[config.mk]
export PLATFORM = sky130hd
export DESIGN_NAME = transfer_descriptor_event_tracker_unit
export DESIGN_NICKNAME = d
export VERILOG_FILES = /design/src/sv/tdet_pkg.sv /design/src/sv/tdet_ram.sv /design/src/sv/transfer_descriptor_event_tracker_unit.sv
export SDC_FILE = /design/constraint.sdc
export NUM_CORES = 1
export LEC_CHECK = 0
export BUFFER_PORTS_ARGS = -buffer_cell sky130_fd_sc_hd__buf_2
export CAP_MARGIN = 20
export CORE_ASPECT_RATIO = 0.7
export CORE_MARGIN = 2
export CORE_UTILIZATION = 55
export DETAILED_ROUTE_END_ITERATION = 10
export PLACE_DENSITY = 0.79
export SYNTH_ARGS = -nofsm -noshare
export SYNTH_HDL_FRONTEND = slang
export SYNTH_HIERARCHICAL = 1
export SYNTH_SLANG_ARGS = --single-unit
[constraint.sdc]
create_clock -name clk -period 8.3 [get_ports clk]
set_input_delay 0.83 -clock clk [delete_from_list [all_inputs] [get_ports clk]]
set_output_delay 0.83 -clock clk [all_outputs]
set_load 0.01 [all_outputs]
[src/sv/tdet_pkg.sv]
package tdet_pkg;

  typedef enum logic [1:0] {
    FUNC_RESET = 2'd0,
    FUNC_ADD   = 2'd1,
    FUNC_EVENT = 2'd2,
    FUNC_NONE  = 2'd3
  } func_t;

  localparam logic [1:0] MATCH_NONE    = 2'd0;
  localparam logic [1:0] MATCH_RUNNING = 2'd1;
  localparam logic [1:0] MATCH_DONE    = 2'd2;

  localparam logic [7:0] CC_SUCCESS      = 8'd1;
  localparam logic [7:0] CC_SHORT_PACKET = 8'd13;

  localparam logic [23:0] COUNT_MAX = 24'hFFFFFF;

  typedef struct packed {
    logic [1:0]  func;
    logic [31:0] trb_addr;
    logic [23:0] offset;
    logic [23:0] length;
    logic [31:0] event_status;
  } in_item_t;

  typedef struct packed {
    logic [1:0]  match;
    logic [23:0] transferred;
    logic [7:0]  code;
  } out_item_t;

  typedef struct packed {
    logic [31:0] addr;
    logic [23:0] offset;
    logic [23:0] length;
  } entry_t;

  localparam int ENTRY_W = $bits(entry_t);

endpackage

[src/sv/tdet_ram.sv]
module tdet_ram #(
  parameter int WIDTH = 8,
  parameter int DEPTH = 4
) (
  input  logic                     clk,
  input  logic                     we,
  input  logic [$clog2(DEPTH)-1:0] waddr,
  input  logic [WIDTH-1:0]         wdata,
  input  logic [$clog2(DEPTH)-1:0] raddr,
  output logic [WIDTH-1:0]         rdata
);

  logic [WIDTH-1:0] mem [DEPTH];

  always_ff @(posedge clk) begin
    if (we) begin
      mem[waddr] <= wdata;
    end
    rdata <= mem[raddr];
  end

endmodule

[src/sv/transfer_descriptor_event_tracker_unit.sv]
// A reset, add or unused item goes from S_IDLE to S_OUT, which loads its result into the output
// register. An event searches the entries in order in S_SCAN, then goes through S_CALC to S_OUT
// when an entry matches, to S_OUT when none matches, and from S_IDLE to S_OUT on an empty table.
// Throughput: one item at a time; the next item is accepted the cycle after the result is loaded.
// The entry search reads one table entry per cycle from the single read port of the entry RAM.
// Reset (synchronous, rst_n low) empties the table and clears the count, flag and output valid.
module transfer_descriptor_event_tracker_unit
  import tdet_pkg::*;
#(
  parameter int MAX_ENTRIES = 4
) (
  input  logic      clk,
  input  logic      rst_n,
  input  logic      in_valid,
  output logic      in_stall,
  input  in_item_t  in_item,
  output logic      out_valid,
  input  logic      out_stall,
  output out_item_t out_item
);

  localparam int IDX_W = $clog2(MAX_ENTRIES);
  localparam int CNT_W = $clog2(MAX_ENTRIES + 1);

  typedef enum logic [1:0] {
    S_IDLE,
    S_SCAN,
    S_CALC,
    S_OUT
  } state_t;

  state_t            state_r, state_nxt;
  logic [CNT_W-1:0]  count_r, count_nxt;
  logic [23:0]       total_r, total_nxt;
  logic              short_r, short_nxt;
  logic [IDX_W-1:0]  idx_r, idx_nxt;
  logic [31:0]       addr_r, addr_nxt;
  logic [31:0]       status_r, status_nxt;
  logic [23:0]       hit_off_r, hit_off_nxt;
  logic [23:0]       hit_len_r, hit_len_nxt;
  logic              hit_last_r, hit_last_nxt;
  out_item_t         res_r, res_nxt;
  out_item_t         out_r, out_nxt;
  logic              out_valid_r, out_valid_nxt;

  logic              accept;
  logic              ram_we;
  entry_t            ram_wdata;
  entry_t            ram_rdata;
  logic [ENTRY_W-1:0] ram_rbits;
  logic              last_idx;
  logic [23:0]       residue;
  logic [23:0]       clamped;
  logic [24:0]       sum;
  logic [23:0]       sum_sat;
  logic [7:0]        cc;

  assign accept    = in_valid && !in_stall;
  assign in_stall  = (state_r != S_IDLE);
  assign out_valid = out_valid_r;
  assign out_item  = out_r;

  assign ram_we    = accept && (in_item.func == FUNC_ADD) && (count_r < CNT_W'(MAX_ENTRIES));
  assign ram_wdata = '{addr: in_item.trb_addr, offset: in_item.offset, length: in_item.length};
  assign ram_rdata = entry_t'(ram_rbits);

  tdet_ram #(
    .WIDTH (ENTRY_W),
    .DEPTH (MAX_ENTRIES)
  ) u_entry_ram (
    .clk   (clk),
    .we    (ram_we),
    .waddr (count_r[IDX_W-1:0]),
    .wdata (ram_wdata),
    .raddr (idx_nxt),
    .rdata (ram_rbits)
  );

  assign last_idx = ((CNT_W'(idx_r) + CNT_W'(1)) == count_r);
  assign residue  = status_r[23:0];
  assign cc       = status_r[31:24];
  assign clamped  = (residue > hit_len_r) ? hit_len_r : residue;
  assign sum      = {1'b0, hit_off_r} + {1'b0, hit_len_r} - {1'b0, clamped};
  assign sum_sat  = sum[24] ? COUNT_MAX : sum[23:0];

  always_comb begin
    state_nxt     = state_r;
    count_nxt     = count_r;
    total_nxt     = total_r;
    short_nxt     = short_r;
    idx_nxt       = idx_r;
    addr_nxt      = addr_r;
    status_nxt    = status_r;
    hit_off_nxt   = hit_off_r;
    hit_len_nxt   = hit_len_r;
    hit_last_nxt  = hit_last_r;
    res_nxt       = res_r;
    out_nxt       = out_r;
    out_valid_nxt = out_valid_r;

    if (out_valid_r && !out_stall) begin
      out_valid_nxt = 1'b0;
    end

    case (state_r)
      S_IDLE: begin
        if (accept) begin
          res_nxt    = '0;
          addr_nxt   = in_item.trb_addr;
          status_nxt = in_item.event_status;
          idx_nxt    = '0;
          state_nxt  = S_OUT;
          case (in_item.func)
            FUNC_RESET: begin
              count_nxt = '0;
              total_nxt = in_item.length;
              short_nxt = 1'b0;
            end
            FUNC_ADD: begin
              if (ram_we) begin
                count_nxt = count_r + CNT_W'(1);
              end
            end
            FUNC_EVENT: begin
              if (count_r != '0) begin
                state_nxt = S_SCAN;
              end
            end
            default: begin
            end
          endcase
        end
      end
      S_SCAN: begin
        if (ram_rdata.addr == addr_r) begin
          hit_off_nxt  = ram_rdata.offset;
          hit_len_nxt  = ram_rdata.length;
          hit_last_nxt = last_idx;
          state_nxt    = S_CALC;
        end else if (last_idx) begin
          state_nxt = S_OUT;
        end else begin
          idx_nxt = idx_r + IDX_W'(1);
        end
      end
      S_CALC: begin
        if (hit_len_r != '0 && !short_r) begin
          total_nxt = sum_sat;
        end
        if (cc == CC_SHORT_PACKET) begin
          short_nxt = 1'b1;
        end
        if (!hit_last_r && (cc == CC_SUCCESS || cc == CC_SHORT_PACKET)) begin
          res_nxt = '{match: MATCH_RUNNING, transferred: '0, code: '0};
        end else begin
          res_nxt = '{match: MATCH_DONE, transferred: total_nxt, code: cc};
        end
        state_nxt = S_OUT;
      end
      S_OUT: begin
        if (!out_valid_r || !out_stall) begin
          out_nxt       = res_r;
          out_valid_nxt = 1'b1;
          state_nxt     = S_IDLE;
        end
      end
      default: begin
        state_nxt = S_IDLE;
      end
    endcase
  end

  always_ff @(posedge clk) begin
    if (!rst_n) begin
      state_r     <= S_IDLE;
      count_r     <= '0;
      total_r     <= '0;
      short_r     <= 1'b0;
      out_valid_r <= 1'b0;
    end else begin
      state_r     <= state_nxt;
      count_r     <= count_nxt;
      total_r     <= total_nxt;
      short_r     <= short_nxt;
      out_valid_r <= out_valid_nxt;
    end
    idx_r      <= idx_nxt;
    addr_r     <= addr_nxt;
    status_r   <= status_nxt;
    hit_off_r  <= hit_off_nxt;
    hit_len_r  <= hit_len_nxt;
    hit_last_r <= hit_last_nxt;
    res_r      <= res_nxt;
    out_r      <= out_nxt;
  end

  a_count_bound: assert property (@(posedge clk) disable iff (!rst_n)
    count_r <= CNT_W'(MAX_ENTRIES))
    else $error("entry count exceeds the table size");

  a_scan_in_table: assert property (@(posedge clk) disable iff (!rst_n)
    state_r == S_SCAN |-> CNT_W'(idx_r) < count_r)
    else $error("search index beyond the filled entries");

  a_zero_unless_done: assert property (@(posedge clk) disable iff (!rst_n)
    out_valid_r && out_r.match != MATCH_DONE |-> out_r.transferred == '0 && out_r.code == '0)
    else $error("result that is not done carries a count or code");

  a_reset_empties: assert property (@(posedge clk) disable iff (!rst_n)
    accept && in_item.func == FUNC_RESET |=> count_r == '0 && !short_r)
    else $error("descriptor reset did not empty the table");

endmodule
# Word level (Yosys, flattened, before mapping)
# Memory sizes are Yosys's and may differ from the RTL's. A register that Yosys moved wholly into a read port is not among the register bits.
# Index checks and enable logic that the tools add are counted.
classes:
  n_reduce_logical: 28
  muxes: 31
  eq_ne: 15
  order_cmp: 2
  n_addsub: 5
ops:
  columns: ["op", "n"]
  rows:
  - ["24-bit two-way mux", 5]
  - ["34-bit two-way mux", 2]
  - ["34-bit one-hot mux with 2 select lines", 1]
  - ["24-bit one-hot mux with 2 select lines", 1]
  - ["32-bit == test", 1]
  - ["24-bit by 24-bit adder with 25-bit output", 1]
  - ["25-bit by 24-bit subtractor with 25-bit output", 1]
  - ["24-bit > comparator", 1]
  - ["24-bit nonzero test", 1]
  - ["2-bit two-way mux", 9]
  - ["8-bit by 1-bit == test with 1-bit output (second input constant)", 1]
  - ["8-bit by 4-bit == test with 1-bit output (second input constant)", 1]
  - ["1-bit two-way mux", 8]
  - ["2-bit != test (second input constant)", 4]
  - ["2-bit one-hot mux with 4 select lines", 1]
  - ["2-bit AND reduction", 4]
  - ["4-bit AND reduction", 2]
  - ["2-bit == test (second input constant)", 3]
  - ["1-bit logical AND", 6]
  - ["3-bit one-hot mux with 2 select lines", 1]
  - ["3-bit AND reduction", 2]
  - ["2-bit nonzero test", 3]
  - ["1-bit logical NOT", 5]
  - ["2-bit by 1-bit == test with 1-bit output (second input constant)", 2]
  - ["other kinds (13)", 15]
word_totals:
  input_bits: 118
  ramBits: 320
  ff_bits: 214
  word_cells: 99
  memories: 1
memory_table:
  columns: ["name", "words", "width", "rd", "rd_clocked_by_memory_dff", "wr", "line", "rtl"]
  rows:
  - ["u_entry_ram.mem", 4, 80, 1, 1, 1, "tdet_ram.sv:13", "logic [WIDTH-1:0] mem [DEPTH];"]

# Logic depth before layout (Yosys ltp)
depth:
  ltp_word: 7
  depth_mapped: 25
  mapped_depth_nobuf: 23

# Cells and area by module
# Netlist, hierarchy kept.
modules_own_cells:
  columns: ["module", "cells_each", "area_each_um2", "seq_area_each_um2", "n_inst"]
  rows:
  - ["tdet_ram", 502, 13259.0, 11210.8, 1]
  - ["transfer_descriptor_event_tracker_unit", 958, 11408.4, 6095.8, 1]

# Least setup slack after synthesis
# Ideal clock, no wire load.
synth_path:
  kind: "input to register"
  from: "input in_valid"
  to: "memory u_entry_ram/mem[0][0] (netlist name) (enable)"
  arrival_ns: 7.398
  cell_stages: 4
  path_slack_ns: 0.269
  setup_ns: 0.633
  n_path_buf: 0
  cell_sequence: "nand2_1 or2_2 nor3_1 nor3b_1"
synth_between:
  elab_chain_len: 5
synth_rtl:
  columns: ["item", "line", "rtl"]
  rows:
  - ["start: declaration", "transfer_descriptor_event_tracker_unit.sv:14", "input logic in_valid,"]
  - ["1-bit logical AND", "transfer_descriptor_event_tracker_unit.sv:58", "assign accept = in_valid && !in_stall;"]
  - ["1-bit logical AND (2 in series)", "transfer_descriptor_event_tracker_unit.sv:63", "assign ram_we = accept && (in_item.func == FUNC_ADD) && (count_r < CNT_W'(MAX_ENTRIES));"]
  - ["via ram_we", "transfer_descriptor_event_tracker_unit.sv:47", "logic ram_we;"]
  - ["1-bit two-way mux", "tdet_ram.sv:16", "if (we) begin"]
  - ["1-bit two-way mux (implied by the code)", "tdet_ram.sv:17", "mem[waddr] <= wdata;"]
  - ["end: declaration", "tdet_ram.sv:13", null]
# The timed path passes the listed nets, and every way through them passes these cells.

# Worst setup path after layout
layout_path:
  from: "register hit_len_r[17]"
  to: "register res_r[23] (netlist name) (data pin)"
layout_between:
  elab_chain_len: 7
layout_rtl:
  columns: ["item", "line", "rtl"]
  rows:
  - ["start: declaration", "transfer_descriptor_event_tracker_unit.sv:40", "logic [23:0] hit_len_r, hit_len_nxt;"]
  - ["start signal: assignment", "transfer_descriptor_event_tracker_unit.sv:191", "hit_len_r <= hit_len_nxt;"]
  - ["24-bit > comparator", "transfer_descriptor_event_tracker_unit.sv:82", "assign clamped = (residue > hit_len_r) ? hit_len_r : residue;"]
  - ["24-bit two-way mux", "transfer_descriptor_event_tracker_unit.sv:82", null]
  - ["25-bit by 24-bit subtractor with 25-bit output", "transfer_descriptor_event_tracker_unit.sv:83", "assign sum = {1'b0, hit_off_r} + {1'b0, hit_len_r} - {1'b0, clamped};"]
  - ["24-bit two-way mux", "transfer_descriptor_event_tracker_unit.sv:84", "assign sum_sat = sum[24] ? COUNT_MAX : sum[23:0];"]
  - ["24-bit two-way mux (*)", "transfer_descriptor_event_tracker_unit.sv:147", "if (hit_len_r != '0 && !short_r) begin"]
  - ["34-bit two-way mux (*)", "transfer_descriptor_event_tracker_unit.sv:153", "if (!hit_last_r && (cc == CC_SUCCESS || cc == CC_SHORT_PACKET)) begin"]
  - ["34-bit one-hot mux with 2 select lines (*)", "transfer_descriptor_event_tracker_unit.sv:105", "case (state_r)"]
  - ["end signal: assignment", "transfer_descriptor_event_tracker_unit.sv:193", "res_r <= res_nxt;"]
  - ["end: declaration", "transfer_descriptor_event_tracker_unit.sv:42", "out_item_t res_r, res_nxt;"]
# Every way passes the cells marked *; elsewhere a longest branch is shown, timed or not.
# A chain may end at the register's enable or synchronous reset.

==> flow_summary.yaml <==
outcome:
  status: "completed"
timing:
  setup_viol: 0
  maxSlewHeadroom_pct: 31.5
  tightest_slew_ns: 1.03
  finalCritPeriodShare_pct: 73.8
  setup_slack_ns: 2.17
  maxSlewViolCount: 0
  fmax_mhz: 163
  period_needed_ns: 6.13
  finalClockSkew_ns: 0.0269
  setup-tns-final_ns: 0
  holdWs_ns: 0.390
  rsz0062_at_grt: "false"
  hold_viol: 0
yosys:
  syn-cell-area_sq_um: 24700
  synthDistinctLibCells: 73
  synth_seq_area_share_pct: 70.2
  synth.area.top_cells: "edfxtp_1 (61%), dfxtp_1 (9.2%), mux4_2 (7.3%), ha_1 (2.8%), fa_1 (1.9%)"
  syn_inst: 1460
  ys_seq_elements: 614
  async_flop_share_pct: 0
  synth_warnings: 6
  synth_top_area_share_pct: 61.0
  syn_area_per_cell_sq_um: 16.9
  synth_flop_cell: "edfxtp_1"
  synth_fp_nets: 1658
  post-synth-top-area-cell: "edfxtp_1"
  synth_edf_count: 501
hold_path:
  hold_class: "reg2reg"
  worstHoldStart: "u_entry_ram/rdata[46]$_DFF_P_"
floorplanning:
  initial_core_util_pct: 56.1
  die_h_um: 181
  fp-row-count: 64
  die-area_sq_um: 46600
  io_pins: 154
  die_w_um: 257
  core-area_sq_um: 44000
critical_path:
  rr_startpoint: "hit_len_r[17]$_DFFE_PP_"
  cp_max_fo: 34
  cp-startpoint: "hit_len_r[17]$_DFFE_PP_"
  cpPeakStageDelay_ns: 0.60
  worstPathCellList: "inv_1 -> ha_1 -> a21o_1 -> a21oi_1 -> nor2b_1 -> o21ai_0 -> nand2b_1 -> a221oi_4 -> buf_4 -> and2_1 -> o211ai_1 -> ha_1 -> inv_1 -> ha_1 -> inv_1 -> fa_1 -> nand2b_1 -> a211oi_1 -> o211ai_1 -> nand4_1 -> mux2i_1 -> nand3_1 -> nor3b_1"
  path_buf_inv: 4
  worst-setup-path-type: "reg2reg"
  critical_path_required_ns: 8.64
  cp.arrival_ns: 6.46
  slowest_stage: "mux2i_1"
  critPathCaptureType: "flip-flop"
  start_kind: "flip-flop"
  critPathTopFamily: "compound AO/OA/AOI/OAI gates"
global_routing:
  grt_use_met3_pct: 5.72
  grt_antenna_before_repair: 8
  grt_max_degree: 65
  grt_overflow: 0
  grt_util_met1_pct: 33.6
  top_usage_layer: "met2"
  use_met2_pct: 35.2
  grtUsageTotal_pct: 23.1
  grt_pass1_vias: 13685
  grt_pass1_wl_um: 81400
route:
  post-route-drc-count: 0
  drt-initial-drc-count: 1263
  wirelength_um: 53600
  drt-wirelength-per-cell_um: 23.6
  viasPerCell: 5.96
  drtAntennaViolNets: 0
  dr.pass1.iters: 6
  vias: 13560
cells_and_area:
  drive_above_1_share_pct: 23.3
  final_area_sq_um: 27700
  layout_common_cells: "edfxtp_1 (501), buf_2 (153), dfxtp_1 (113)"
  syn_to_final_growth_pct: 12.3
  nets: 1831
  final_common_cell: "edfxtp_1"
  nFillCells: 3058
cts:
  cts.clk_slew.worst_paths_ns: 0.07
  numCtsBuffers: 53
  cts_sinks: 614
  cts_setup_buffers: 0
  insertion_delay_ns: 0.60
  cts_tree: "yes"
  clock-root-buffer: "clkbuf_16"
  clock_path_buffers: 3
  cts_resized: 0
  cts-hold-fix-buffers: 0
  htreeDepth: 2
power:
  p_leak_nw: 9.84
  ir_worst_vdd_mv: 0.199
  powerDensity_nw_per_um2: 317
placement:
  dp_hpwl_um: 34700
  numPortBuffers: 153
  pre_cts_ws_ns: 2.30
  place_congestion: 0.928
  place_area_sq_um: 26000
run:
  max_cap_violations: 0
## report_power, final
part           internal [mW]  total, mW  switching [mW]
Sequential              3.93       4.13           0.201
Clock                   1.31       2.41            1.09
Combinational          0.981       2.24            1.26
Total                   6.22       8.78            2.56
## stage by stage
step | power, mW | instances | utilization [%]
final | 8.78 | 2276 | 63.0
after global routing | 9.16 | 2274 | 63.0
after CTS | 8.83 | 2269 | 62.9
after detailed placement | 6.42 | 2171 | 59.1
after global placement | 6.37 | 2171 | 59.1
after floorplan | 5.89 | 1460 | -
## Yosys cell counts, drive strengths merged (12+ instances only)
master and n:
a21o 20, mux4 80, nor4 15, inv 51, edfxtp 501, nor2 47, ha 56, buf 31
dfxtp 113, xor2 40, fa 24, nand4 13, xnor2 12, a31oi 26, nand2 73, and4 22
o22ai 15, a21oi 53, nor3 32, o21ai 67, clkbuf 27, and4b 18
## layout make-up
type / instances / area (sq um) / area share (%)
sequential: 614 / 17300 / 62.4
multi-input combinational: 737 / 6800 / 24.5
clock buffer: 72 / 1430 / 5.15
clock inverter: 26 / 269 / 0.971
tap: 594 / 743 / 2.68
inverter: 51 / 191 / 0.691
timing repair buffer: 176 / 958 / 3.46
antenna: 6 / 15.0 / 0.0542
## cell families after synthesis
family	after synthesis	synth area share [%]
buf+inv	109	2.59
compound gates	235	5.93
xor+xnor	52	1.85
mux	89	7.69
simple gates	281	6.99
fa+ha+maj	80	4.79
flops	614	70.2
## worst paths after layout
path	cells past startpoint	slack (ns)	endpoint
min reg2reg	0	0.39	hit_off_r[22]$_DFFE_PP_
min	0	0.39	hit_off_r[22]$_DFFE_PP_
max	23	2.17	res_r[23]$_SDFFCE_PP0P_
max reg2reg	23	2.17	res_r[23]$_SDFFCE_PP0P_
## flip-flops by register name (all words and copies together) (netlist names), 24 cells and up
signal             flops
status_r              32
out_item              34
hit_off_r             24
u_entry_ram/mem      320
u_entry_ram/rdata     80
res_r                 34
addr_r                32
total_r               24
hit_len_r             24
## metal layers
layer	wire length, um	vias up
met3	4580	83
met1	23100	6883
met5	27	-
met4	1110	4
met2	24700	532
li1	-	6058
Power figures use the tool's default switching activity.
